<file path="src/rtl/pws_pkg.sv">
// Shared types and constants for the phase window statistics block.
// Used by pws_mean_div and phase_window_statistics; no dependencies.

package pws_pkg;

   localparam int RAW_W       = 32;
   localparam int TICK_W      = 24;
   localparam int SCALE_W     = 4;
   localparam int PH_W        = 28;
   localparam int SUM_W       = 34;
   localparam int NUM_W       = 32;
   localparam int CSR_INDEX_W = 1;
   localparam int CSR_DATA_W  = 24;

   localparam int WINDOW_DEFAULT = 10;

   localparam logic [TICK_W-1:0]  MAX_TICKS_RESET = TICK_W'(625000);
   localparam logic [SCALE_W-1:0] NS_PER_TICK_RESET = SCALE_W'(8);

   localparam logic [PH_W-1:0] PH_MAX = {1'b0, {(PH_W-1){1'b1}}};
   localparam logic [PH_W-1:0] PH_MIN = {1'b1, {(PH_W-1){1'b0}}};

   typedef enum logic [CSR_INDEX_W-1:0] {
      REG_TICK_LIMIT  = 1'b0,
      REG_NS_PER_TICK = 1'b1
   } csr_reg_type;

   // Window summary fields that travel alongside the mean computation.
   typedef struct packed {
      logic [NUM_W-1:0] summary_number;
      logic [PH_W-1:0]  min_ns;
      logic [PH_W-1:0]  max_ns;
      logic [PH_W-1:0]  p2p_ns;
   } pws_side_type;

endpackage

</file>
<file path="src/rtl/pws_mean_div.sv">
// Pipelined window mean: divides the window sum by WINDOW (toward zero) with a
// reciprocal multiply and one correction step. Depends on pws_pkg.

module pws_mean_div #(
   parameter int WINDOW = pws_pkg::WINDOW_DEFAULT
) (
   input  logic                          clock,
   input  logic                          reset,
   input  logic                          in_valid,
   output logic                          in_ready,
   input  logic [pws_pkg::SUM_W-1:0]     in_sum,
   input  pws_pkg::pws_side_type         in_side,
   output logic                          out_valid,
   input  logic                          out_stall,
   output logic [pws_pkg::PH_W-1:0]      out_avg,
   output pws_pkg::pws_side_type         out_side
);

   localparam int STAGES = 7;
   localparam int SW     = pws_pkg::SUM_W;
   localparam int PW     = pws_pkg::PH_W;
   localparam int PROD_W = 2 * SW;
   localparam int H      = SW / 2;
   localparam logic [PROD_W-1:0] SCALE_ONE = PROD_W'(1) << SW;
   localparam logic [SW-1:0]     RECIP     = SW'(SCALE_ONE / PROD_W'(WINDOW));
   localparam logic [SW-1:0]     DIVISOR   = SW'(WINDOW);

   logic [STAGES:1] valid_ff;
   logic [STAGES:1] prev_valid;
   logic [STAGES:1] ready;

   // stage payloads
   logic [SW-1:0]          sum1_ff;
   pws_pkg::pws_side_type  side1_ff, side2_ff, side3_ff, side4_ff, side5_ff, side6_ff, side7_ff;
   pws_pkg::pws_side_type  side2_in;
   logic                   neg2_ff, neg3_ff, neg4_ff, neg5_ff, neg6_ff;
   logic [SW-1:0]          mag2_ff, mag3_ff, mag4_ff, mag5_ff;
   logic [SW-1:0]          mag2_in;
   logic [SW-1:0]          pp_ll3_ff, pp_lh3_ff, pp_hl3_ff, pp_hh3_ff;
   logic [SW-1:0]          pp_ll3_in, pp_lh3_in, pp_hl3_in, pp_hh3_in;
   logic [PROD_W-1:0]      full_prod;
   logic [PW-1:0]          qest4_ff, qest5_ff;
   logic [SW-1:0]          prod5_ff, prod5_in;
   logic [SW-1:0]          rem5;
   logic [PW-1:0]          q6_ff, q6_in;
   logic [PW-1:0]          avg7_ff;

   always_comb begin
      ready[STAGES] = !valid_ff[STAGES] || !out_stall;
      for (int k = STAGES - 1; k >= 1; k--) begin
         ready[k] = !valid_ff[k] || ready[k+1];
      end
   end

   assign prev_valid = {valid_ff[STAGES-1:1], in_valid};
   assign in_ready   = ready[1];

   always_ff @(posedge clock) begin
      if (reset) begin
         valid_ff <= '0;
      end else begin
         for (int k = 1; k <= STAGES; k++) begin
            if (ready[k]) begin
               valid_ff[k] <= prev_valid[k];
            end
         end
      end
   end

   // stage 2: magnitude, sign, peak-to-peak
   always_comb begin
      mag2_in         = sum1_ff[SW-1] ? (~sum1_ff + SW'(1)) : sum1_ff;
      side2_in        = side1_ff;
      side2_in.p2p_ns = side1_ff.max_ns - side1_ff.min_ns;
   end

   // stage 3: partial products of magnitude times reciprocal
   assign pp_ll3_in = SW'(mag2_ff[H-1:0])  * SW'(RECIP[H-1:0]);
   assign pp_lh3_in = SW'(mag2_ff[H-1:0])  * SW'(RECIP[SW-1:H]);
   assign pp_hl3_in = SW'(mag2_ff[SW-1:H]) * SW'(RECIP[H-1:0]);
   assign pp_hh3_in = SW'(mag2_ff[SW-1:H]) * SW'(RECIP[SW-1:H]);

   // stage 4: quotient estimate, low by at most one
   assign full_prod = PROD_W'(pp_ll3_ff) + (PROD_W'(pp_lh3_ff) << H)
                    + (PROD_W'(pp_hl3_ff) << H) + (PROD_W'(pp_hh3_ff) << (2 * H));

   // stage 5: back-multiply
   assign prod5_in = SW'(qest4_ff) * DIVISOR;

   // stage 6: correction
   assign rem5  = mag5_ff - prod5_ff;
   assign q6_in = qest5_ff + PW'(rem5 >= DIVISOR);

   always_ff @(posedge clock) begin
      if (ready[1]) begin
         sum1_ff  <= in_sum;
         side1_ff <= in_side;
      end
      if (ready[2]) begin
         neg2_ff  <= sum1_ff[SW-1];
         mag2_ff  <= mag2_in;
         side2_ff <= side2_in;
      end
      if (ready[3]) begin
         neg3_ff   <= neg2_ff;
         mag3_ff   <= mag2_ff;
         pp_ll3_ff <= pp_ll3_in;
         pp_lh3_ff <= pp_lh3_in;
         pp_hl3_ff <= pp_hl3_in;
         pp_hh3_ff <= pp_hh3_in;
         side3_ff  <= side2_ff;
      end
      if (ready[4]) begin
         neg4_ff  <= neg3_ff;
         mag4_ff  <= mag3_ff;
         qest4_ff <= full_prod[SW+PW-1:SW];
         side4_ff <= side3_ff;
      end
      if (ready[5]) begin
         neg5_ff  <= neg4_ff;
         mag5_ff  <= mag4_ff;
         qest5_ff <= qest4_ff;
         prod5_ff <= prod5_in;
         side5_ff <= side4_ff;
      end
      if (ready[6]) begin
         neg6_ff  <= neg5_ff;
         q6_ff    <= q6_in;
         side6_ff <= side5_ff;
      end
      if (ready[7]) begin
         avg7_ff  <= neg6_ff ? (~q6_ff + PW'(1)) : q6_ff;
         side7_ff <= side6_ff;
      end
   end

   assign out_valid = valid_ff[STAGES];
   assign out_avg   = avg7_ff;
   assign out_side  = side7_ff;

`ifndef NO_ASSERTIONS
   a_estimate_close: assert property (@(posedge clock) disable iff (reset)
      valid_ff[5] |-> (mag5_ff >= prod5_ff) && (rem5 < SW'(2 * WINDOW)))
      else $error("quotient estimate off by more than one");

   a_mean_in_range: assert property (@(posedge clock) disable iff (reset)
      valid_ff[STAGES] |-> ($signed(avg7_ff) >= $signed(side7_ff.min_ns))
                        && ($signed(avg7_ff) <= $signed(side7_ff.max_ns)))
      else $error("window mean outside min/max");

   a_out_hold: assert property (@(posedge clock) disable iff (reset)
      (valid_ff[STAGES] && out_stall) |=> valid_ff[STAGES] && $stable(avg7_ff)
                                          && $stable(side7_ff))
      else $error("stalled summary beat changed");
`endif

endmodule

</file>
<file path="src/rtl/phase_window_statistics.sv">
// Top level of the phase window statistics block: registers, phase scaling,
// window accumulators and summary counter. Depends on pws_pkg, pws_mean_div.

// Takes one measurement beat per cycle. A present forward count below the
// tick limit becomes a positive phase in ns; otherwise a present reverse count
// below it becomes a negative one. Every WINDOW phases give one summary beat
// (mean toward zero, min, max, peak-to-peak, summary number). rsp_valid rises
// once the beat that closes the window has been accepted and has passed the phase
// register, then a 7-stage reciprocal divider whose last stage is the output
// register. Input stalls only when a window closes while that divider is
// backed up by rsp_stall. Write registers only while no summary is in flight.

module phase_window_statistics #(
   parameter int WINDOW = pws_pkg::WINDOW_DEFAULT
) (
   input  logic                                 clock,
   input  logic                                 reset,

   input  logic                                 req_valid,
   output logic                                 req_stall,
   input  logic                                 req_fwd_present,
   input  logic [pws_pkg::RAW_W-1:0]            req_fwd_raw,
   input  logic                                 req_rev_present,
   input  logic [pws_pkg::RAW_W-1:0]            req_rev_raw,

   output logic                                 rsp_valid,
   input  logic                                 rsp_stall,
   output logic [pws_pkg::NUM_W-1:0]            rsp_summary_number,
   output logic signed [pws_pkg::PH_W-1:0]      rsp_avg_ns,
   output logic signed [pws_pkg::PH_W-1:0]      rsp_min_ns,
   output logic signed [pws_pkg::PH_W-1:0]      rsp_max_ns,
   output logic [pws_pkg::PH_W-1:0]             rsp_p2p_ns,

   input  logic                                 csr_valid,
   output logic                                 csr_ready,
   input  logic [pws_pkg::CSR_INDEX_W-1:0]      csr_index,
   input  logic [pws_pkg::CSR_DATA_W-1:0]       csr_data
);

   localparam int CNT_W = $clog2(WINDOW);
   localparam int PW    = pws_pkg::PH_W;
   localparam int SW    = pws_pkg::SUM_W;
   localparam int RW    = pws_pkg::RAW_W;
   localparam int TW    = pws_pkg::TICK_W;
   localparam logic [PW-1:0] NEG_LIMIT = {1'b1, {(PW-1){1'b0}}};

   logic [TW-1:0]                 max_ticks_ff;
   logic [pws_pkg::SCALE_W-1:0]   ns_per_tick_ff;

   logic [RW-1:0]   fwd_ticks, rev_ticks;
   logic            fwd_ok, rev_ok, got;
   logic [TW-1:0]   sel_ticks;
   logic [PW-1:0]   mag, pos_phase, neg_phase, phase_in;

   logic            ph_valid_ff;
   logic [PW-1:0]   ph_ff;
   logic            ph_ready, ph_take;

   logic [CNT_W-1:0]            count_ff;
   logic [SW-1:0]               sum_ff, sum_in;
   logic [PW-1:0]               min_ff, min_in, max_ff, max_in;
   logic [pws_pkg::NUM_W-1:0]   summary_ff;
   logic                        last_sample;

   logic                        div_in_valid, div_in_ready;
   pws_pkg::pws_side_type       div_in_side, div_out_side;
   logic [PW-1:0]               div_out_avg;

   // configuration
   assign csr_ready = 1'b1;

   always_ff @(posedge clock) begin
      if (reset) begin
         max_ticks_ff   <= pws_pkg::MAX_TICKS_RESET;
         ns_per_tick_ff <= pws_pkg::NS_PER_TICK_RESET;
      end else if (csr_valid && csr_ready) begin
         case (pws_pkg::csr_reg_type'(csr_index))
            pws_pkg::REG_TICK_LIMIT:  max_ticks_ff <= csr_data[TW-1:0];
            pws_pkg::REG_NS_PER_TICK: ns_per_tick_ff <= csr_data[pws_pkg::SCALE_W-1:0];
            default: ;
         endcase
      end
   end

   // phase scaling; forward wins when both are in range
   always_comb begin
      fwd_ticks = ~req_fwd_raw;
      rev_ticks = ~req_rev_raw;
      fwd_ok    = req_fwd_present && (fwd_ticks < RW'(max_ticks_ff));
      rev_ok    = req_rev_present && (rev_ticks < RW'(max_ticks_ff));
      got       = fwd_ok || rev_ok;
      sel_ticks = fwd_ok ? fwd_ticks[TW-1:0] : rev_ticks[TW-1:0];
      mag       = PW'(sel_ticks) * PW'(ns_per_tick_ff);
      pos_phase = mag[PW-1] ? pws_pkg::PH_MAX : mag;
      neg_phase = (mag > NEG_LIMIT) ? pws_pkg::PH_MIN : (~mag + PW'(1));
      phase_in  = fwd_ok ? pos_phase : neg_phase;
   end

   assign ph_ready  = !ph_valid_ff || ph_take;
   assign req_stall = !ph_ready;

   always_ff @(posedge clock) begin
      if (reset) begin
         ph_valid_ff <= 1'b0;
      end else if (ph_ready) begin
         ph_valid_ff <= req_valid && got;
      end
   end

   always_ff @(posedge clock) begin
      if (ph_ready) begin
         ph_ff <= phase_in;
      end
   end

   // window accumulators
   always_comb begin
      last_sample  = (count_ff == CNT_W'(WINDOW - 1));
      ph_take      = ph_valid_ff && (!last_sample || div_in_ready);
      div_in_valid = ph_valid_ff && last_sample;
      sum_in       = sum_ff + {{(SW-PW){ph_ff[PW-1]}}, ph_ff};
      min_in       = ($signed(ph_ff) < $signed(min_ff)) ? ph_ff : min_ff;
      max_in       = ($signed(ph_ff) > $signed(max_ff)) ? ph_ff : max_ff;
      div_in_side.summary_number = summary_ff;
      div_in_side.min_ns         = min_in;
      div_in_side.max_ns         = max_in;
      div_in_side.p2p_ns         = '0;
   end

   always_ff @(posedge clock) begin
      if (reset) begin
         count_ff   <= '0;
         sum_ff     <= '0;
         min_ff     <= pws_pkg::PH_MAX;
         max_ff     <= pws_pkg::PH_MIN;
         summary_ff <= '0;
      end else if (ph_take) begin
         if (last_sample) begin
            count_ff   <= '0;
            sum_ff     <= '0;
            min_ff     <= pws_pkg::PH_MAX;
            max_ff     <= pws_pkg::PH_MIN;
            summary_ff <= summary_ff + pws_pkg::NUM_W'(1);
         end else begin
            count_ff <= count_ff + CNT_W'(1);
            sum_ff   <= sum_in;
            min_ff   <= min_in;
            max_ff   <= max_in;
         end
      end
   end

   pws_mean_div #(
      .WINDOW (WINDOW)
   ) u_mean_div (
      .clock     (clock),
      .reset     (reset),
      .in_valid  (div_in_valid),
      .in_ready  (div_in_ready),
      .in_sum    (sum_in),
      .in_side   (div_in_side),
      .out_valid (rsp_valid),
      .out_stall (rsp_stall),
      .out_avg   (div_out_avg),
      .out_side  (div_out_side)
   );

   assign rsp_summary_number  = div_out_side.summary_number;
   assign rsp_avg_ns          = div_out_avg;
   assign rsp_min_ns          = div_out_side.min_ns;
   assign rsp_max_ns          = div_out_side.max_ns;
   assign rsp_p2p_ns          = div_out_side.p2p_ns;

`ifndef NO_ASSERTIONS
   a_count_bound: assert property (@(posedge clock) disable iff (reset)
      32'(count_ff) < WINDOW)
      else $error("sample count reached window size");

   a_summary_step: assert property (@(posedge clock) disable iff (reset)
      (div_in_valid && div_in_ready) |=> summary_ff == $past(summary_ff) + pws_pkg::NUM_W'(1))
      else $error("summary number did not advance with a summary beat");

   a_window_order: assert property (@(posedge clock) disable iff (reset)
      (count_ff != '0) |-> ($signed(min_ff) <= $signed(max_ff)))
      else $error("window minimum above maximum");
`endif

endmodule

</file>
<file path="config.mk">
export PLATFORM = sky130hd
export DESIGN_NAME = phase_window_statistics
export DESIGN_NICKNAME = d
export VERILOG_FILES = /design/src/rtl/pws_pkg.sv /design/src/rtl/pws_mean_div.sv /design/src/rtl/phase_window_statistics.sv
export SDC_FILE = /design/constraint.sdc
export NUM_CORES = 2
export LEC_CHECK = 0
export BUFFER_PORTS_ARGS = -buffer_cell sky130_fd_sc_hd__buf_4
export CORE_ASPECT_RATIO = 1.4
export CORE_MARGIN = 2
export CORE_UTILIZATION = 55
export DETAILED_ROUTE_END_ITERATION = 6
export GPL_TIMING_DRIVEN = 0
export PLACE_DENSITY_LB_ADDON = 0.05
export SKIP_CTS_REPAIR_TIMING = 1
export SYNTH_ARGS = -nofsm -noshare
export SYNTH_HDL_FRONTEND = slang
export SYNTH_SLANG_ARGS = --single-unit
</file>
<file path="constraint.sdc">
create_clock -name clock -period 8.39 [get_ports clock]
set_input_delay 0 -clock clock [delete_from_list [all_inputs] [get_ports clock]]
set_output_delay 0 -clock clock [all_outputs]
set_load 0.01 [all_outputs]
</file>
# Word-level counts from Yosys, hierarchy flattened
# Cells that the tools add are included.
# Widths: inputs -> output; s select.
# word_totals
input_bits	96
register_bits	1413
output_inout_bits	147
wordCells	135
# classes
addsub	12
bitwise	6
n_mux	12
order_cmp	6
n_reduce_logical	29
eq_ne	1
mul	6
# op_table
cell	count
$mux 28	7
$mul 17x14->31 const B	3
$lt 32x24->1	2
$not 32->32	2
$add 62x49->62	1
$add 62x62->62	1
$add 28x1->28 const B	2
$not 28->28	2
$add 32x48->49	1
$add 34x1->34 const B	1
$add 34x34->34	1
$ge 34x4->1 const B	1
$mux 34	1
$not 34->34	1
$sub 34x32->34	1
$mux 33	1
$add 32x1->32 const B	1
$mul 28x3->31 const B	1
$add 28x1->28	1
$gt 28x28->1	1
$gt 28x28->1 const B	1
$lt 28x28->1	1
$mul 17x14->28 const B	1
$mul 24x4->28	1
11 further kinds	36

# Longest topological paths before layout
# logic_depth
depth_word	12
ltp_mapped	32
depth_no_buf	28

# By module
# Synthesis repeated with hierarchy kept, for this count alone.
# hier_totals
cells_unflattened	5443
hier_area_um2	68969.9
# by_module_without_submodules
module	seq_area_each_um2	cells_per_inst	area_each_um2	instances
pws_mean_div	34913.5	3295	52446.6	1
phase_window_statistics	3943.8	2148	16523.3	1

# Worst setup path after synthesis
# No wires, ideal clock.
# synth_path
kind	register to register
start	register u_mean_div.valid_ff[7] (netlist name)
end	register summary_ff[31] (netlist name)
stages_incl_launch_ff	14
period_less_slack_ps	8829
arrival_time_ps	8702
required_time_ps	8262
n_path_buf	1
setup_slack_ps	-439
path_cell_list	dfxtp_1 -> and3_1 -> inv_1 -> nor2_1 -> nand3_1 -> nor2b_1 -> buf_2 -> nand4_1 -> or2_2 -> or3_1 -> nor2_1 -> nand3_1 -> xor2_1 -> nor2_1
# synth_between
elab_chain_cells	11
# synth_lines
item	line_no	rtl
start: declaration	pws_mean_div.sv:28	logic [STAGES:1] valid_ff;
start signal: indexed assignment	pws_mean_div.sv:64	valid_ff[k] <= prev_valid[k];
$logic_not 1->1	pws_mean_div.sv:49	ready[STAGES] = !valid_ff[STAGES] || !out_stall;
$logic_or 1x1->1	pws_mean_div.sv:49	
$logic_or 1x1->1	pws_mean_div.sv:51	ready[k] = !valid_ff[k] || ready[k+1];
named net u_mean_div.ready (one bit)	pws_mean_div.sv:30	logic [STAGES:1] ready;
$logic_or 1x1->1 (5 in a row)	pws_mean_div.sv:51	
named net div_in_ready	phase_window_statistics.sv:65	logic div_in_valid, div_in_ready;
$logic_or 1x1->1	phase_window_statistics.sv:119	ph_take = ph_valid_ff && (!last_sample || div_in_ready);
$logic_and 1x1->1	phase_window_statistics.sv:119	
$reduce_and 2->1 (no source line)	-	
end signal: assignment	phase_window_statistics.sv:143	summary_ff <= summary_ff + pws_pkg::NUM_W'(1);
end: declaration	phase_window_statistics.sv:62	logic [pws_pkg::NUM_W-1:0] summary_ff;
# The timed path passes the listed nets, and every way through them passes these cells.
# A chain may end at the register's enable or synchronous reset.

# Worst setup path in the final report
# layout_path
start	register max_ticks_ff[5]
end	register ph_ff[14], data pin
# layout_between
elab_chain_cells	8
elab_cells_between_ends	10
cone_classes	add/sub: 1; mul: 1; order compare: 2; mux: 4; bitwise: 1; reduce/logical: 1
# layout_lines
item	line_no	rtl
start: declaration	phase_window_statistics.sv:47	logic [TW-1:0] max_ticks_ff;
start signal: assignment	phase_window_statistics.sv:74	max_ticks_ff <= pws_pkg::MAX_TICKS_RESET;
start signal: assignment	phase_window_statistics.sv:78	pws_pkg::REG_TICK_LIMIT: max_ticks_ff <= csr_data[TW-1:0];
$lt 32x24->1 (*)	phase_window_statistics.sv:89	fwd_ok = req_fwd_present && (fwd_ticks < RW'(max_ticks_ff));
$logic_and 1x1->1 (*)	phase_window_statistics.sv:89	
$mux 24	phase_window_statistics.sv:92	sel_ticks = fwd_ok ? fwd_ticks[TW-1:0] : rev_ticks[TW-1:0];
$mul 24x4->28	phase_window_statistics.sv:93	mag = PW'(sel_ticks) * PW'(ns_per_tick_ff);
$not 28->28	phase_window_statistics.sv:95	neg_phase = (mag > NEG_LIMIT) ? pws_pkg::PH_MIN : (~mag + PW'(1));
$add 28x1->28	phase_window_statistics.sv:95	
$mux 28	phase_window_statistics.sv:95	
$mux 28 (*)	phase_window_statistics.sv:96	phase_in = fwd_ok ? pos_phase : neg_phase;
named net phase_in[14]	phase_window_statistics.sv:53	logic [PW-1:0] mag, pos_phase, neg_phase, phase_in;
end signal: assignment	phase_window_statistics.sv:112	ph_ff <= phase_in;
end: declaration	phase_window_statistics.sv:56	logic [PW-1:0] ph_ff;
# Mark *: on every way through the listed nets, which the timed path passes. The rest lies on a longest branch.

==> run metrics <==
maximum fanout along the worst path=10; Area after DPL=between 70000 and 80000 um^2; All-Layer GR Usage=0.233; status=complete, no violations; setup violators final=0; largest net degree at the start of global routing=between 90 and 100; mapped cell area=just under 70000 um^2; Routed wire per std cell=approximately 20 um; EDFF count, synth=roughly 1.2k; Reg-to-Reg End=ph_ff[14]; share of the synthesized area in the top cell type=0.522; Cells after Synth=about 5.3k; Hold WC Path Type=input pin to register; Iteration-0 DRC Markers=~2.3k; Slew Limit Headroom=0.278; Avg Cell Area, Syn=between 10 and 15 um^2; num rows=152; WL final=146000 um; antenna violations before repair=1; main flop type after synthesis=edfxtp_1; DP HPWL=roughly 110000 um; core area=about 120000 um^2; die area=between 100000 and 150000 um^2; Setup CP Type=register to register; via count=between 40k and 50k; Synth area leader=edfxtp_1; gpl congestion=approximately 0.95; Reg2Reg Setup Slack=between 0.3 and 0.4 ns; most frequent cells in the layout=edfxtp_1 (1186), inv_1 (606), ha_1 (596); FFs w/ async S/R, synth=0; DRC=0; IO Count=around 240; post-layout net count=between 6k and 7k; Synth-to-Final Area Change=13.5%; final non-filler cell area=between 70000 and 80000 um^2; synthesis warning total=0; Worst Tran Pin Value=~1.1 ns; Clock transition at path regs=0.06 ns; clock buffer depth=3; DRT Pass-1 Iters=5; R2R cell count=30; Worst EP arrival=around 8.6 ns; cts bufs inserted=131; CP Capture Type=register; highest achievable clock rate=~120 MHz; WP data required=8.92 ns; worst reg2reg path startpoint=max_ticks_ff[5]; worst skew pair latency=approximately 0.77 ns; Clock Skews=about 0.038 ns; H-Tree Depth=4; post-synthesis register bit count=~1.3k; most common cell after layout, fill and taps aside=edfxtp_1; vias in the first global route=roughly 40k; Slew Limit Fails=0; syn nets=6207; Root Driver=clkbuf_16; CTS sink cnt=between 1k and 1.5k; register area share after synthesis=0.570; Synth cell types=100; Final min period=8.06 ns; CP Launch Point=max_ticks_ff[5]; Vias/cell=~5.5; fraction of layout cells with a size suffix above 1=0.0915; RSZ-0062 raised after global routing=false; Chip Width=around 300 um; Routed Antenna Nets=0; CP Launch Type=register; port bufs=240; CTS tree=done; first-pass GRT wire length=approximately 220000 um; gr ovfl total=0; Antenna diodes=0; Min-Delay Path Depth=4; Fin. Hold Viols=0; Die Y=around 420 um; end of the critical path=ph_ff[14]; Initial Util=0.555; CP peak stage delay=0.61 ns; Final period util=0.961; slowest CP cell=mux2i_1; synth top area cells=edfxtp_1 (52%), ha_1 (11%), fa_1 (6.2%), dfxtp_1 (4.8%), inv_1 (3.3%); total of max-cap violations=0
-- critical path, delay by kind of cell, from the launching register on --
kind            cells  cell delay (ns)
compound gates     10             2.27
xor+xnor            1             0.23
fa+ha+maj           4             1.30
buf+inv             6             0.95
flops               1             0.30
mux                 1             0.61
simple gates        8             2.16
-- flip-flops by register name, indices dropped and copies added, names as in the netlist, 88 cells and up --
signal and cells:
u_mean_div.side4_ff 116, u_mean_div.side1_ff 88, u_mean_div.side3_ff 116, u_mean_div.out_side 116, u_mean_div.side5_ff 116, u_mean_div.side6_ff 116, u_mean_div.side2_ff 116
-- worst min path at each step --
stage	startpoint	to	slack, ns
finish	csr_data[16]	max_ticks_ff[16]	0.02
global route	csr_data[16]	max_ticks_ff[16]	0.02
CTS	csr_data[16]	max_ticks_ff[16]	-0.59
detailed placement	csr_data[5]	max_ticks_ff[5]	0.24
global placement	csr_data[5]	max_ticks_ff[5]	0.23
floorplan	csr_data[10]	max_ticks_ff[10]	0.14
-- cells by family after synthesis --
kind of cell               synth area share
DFF                                   0.570
buffers and inverters                0.0392
adders and majority gates             0.172
xor gates and xnor gates             0.0424
muxes                               0.00565
other                             0.0000550
AOI/OAI and AO/OA                    0.0904
and+or+nand+nor                      0.0811
-- layout make-up --
cell class	count	area (um^2)
timing repair buffer	305	2720
tap	1617	2020
buffer	95	389
inverter	609	2290
clock buffer	164	3520
sequential	1348	38900
fill	9584	45400
multi-input combinational	3250	26800
clock inverter	74	795
-- per-layer routing --
layer | vias up | part of all wire | GRT usage | wire length, um
li1 | 19940 | - | - | -
met1 | 19563 | 0.39 | 0.271 | 56900
met2 | 907 | 0.52 | 0.418 | 75200
met3 | 295 | 0.036 | 0.0304 | 5190
met4 | 0 | 0.058 | 0.124 | 8500
met5 | - | 0 | 0 | 0
-- stage by stage --
step	util	TNS [ns]	cells	hold slack (ns)	setup WS, ns
after floorplan	-	0	5303	0.136	0.424
after global placement	0.586	-982.03	7160	0.229	-2.79
after detailed placement	0.590	-12.00	7178	0.235	-0.768
after CTS	0.626	-12.76	7416	-0.593	-0.799
after global routing	0.630	0	7462	0.0243	0.0295
final	0.630	0	7462	0.0245	0.331
-- Yosys cell counts (9+ instances only) --
| master | number |
|---|---|
| a211o_1 | 13 |
| and2_1 | 89 |
| nor2b_1 | 51 |
| a21o_1 | 103 |
| o211ai_1 | 53 |
| clkbuf_1 | 84 |
| inv_1 | 608 |
| a21oi_1 | 226 |
| a211oi_1 | 21 |
| a2111oi_0 | 12 |
| a22o_1 | 33 |
| or2_2 | 13 |
| nand4_1 | 54 |
| nand2_1 | 335 |
| mux2i_1 | 34 |
| or3_1 | 25 |
| nor2_1 | 274 |
| edfxtp_1 | 1186 |
| xnor2_1 | 240 |
| xor2_1 | 90 |
| o41ai_1 | 17 |
| dfxtp_1 | 162 |
| or4_1 | 11 |
| fa_1 | 212 |
| o21a_1 | 37 |
| a21boi_0 | 11 |
| o21bai_1 | 28 |
| nor3_1 | 57 |
| nand3_1 | 94 |
| nor4_1 | 9 |
| ha_1 | 596 |
| and3_1 | 39 |
| nand2b_1 | 44 |
| a31oi_1 | 26 |
| o31ai_1 | 20 |
| o21ai_0 | 210 |
| a22oi_1 | 33 |
Power is not shown: default switching activity piles up to over one toggle a cycle in this logic, so the estimate is an artifact.
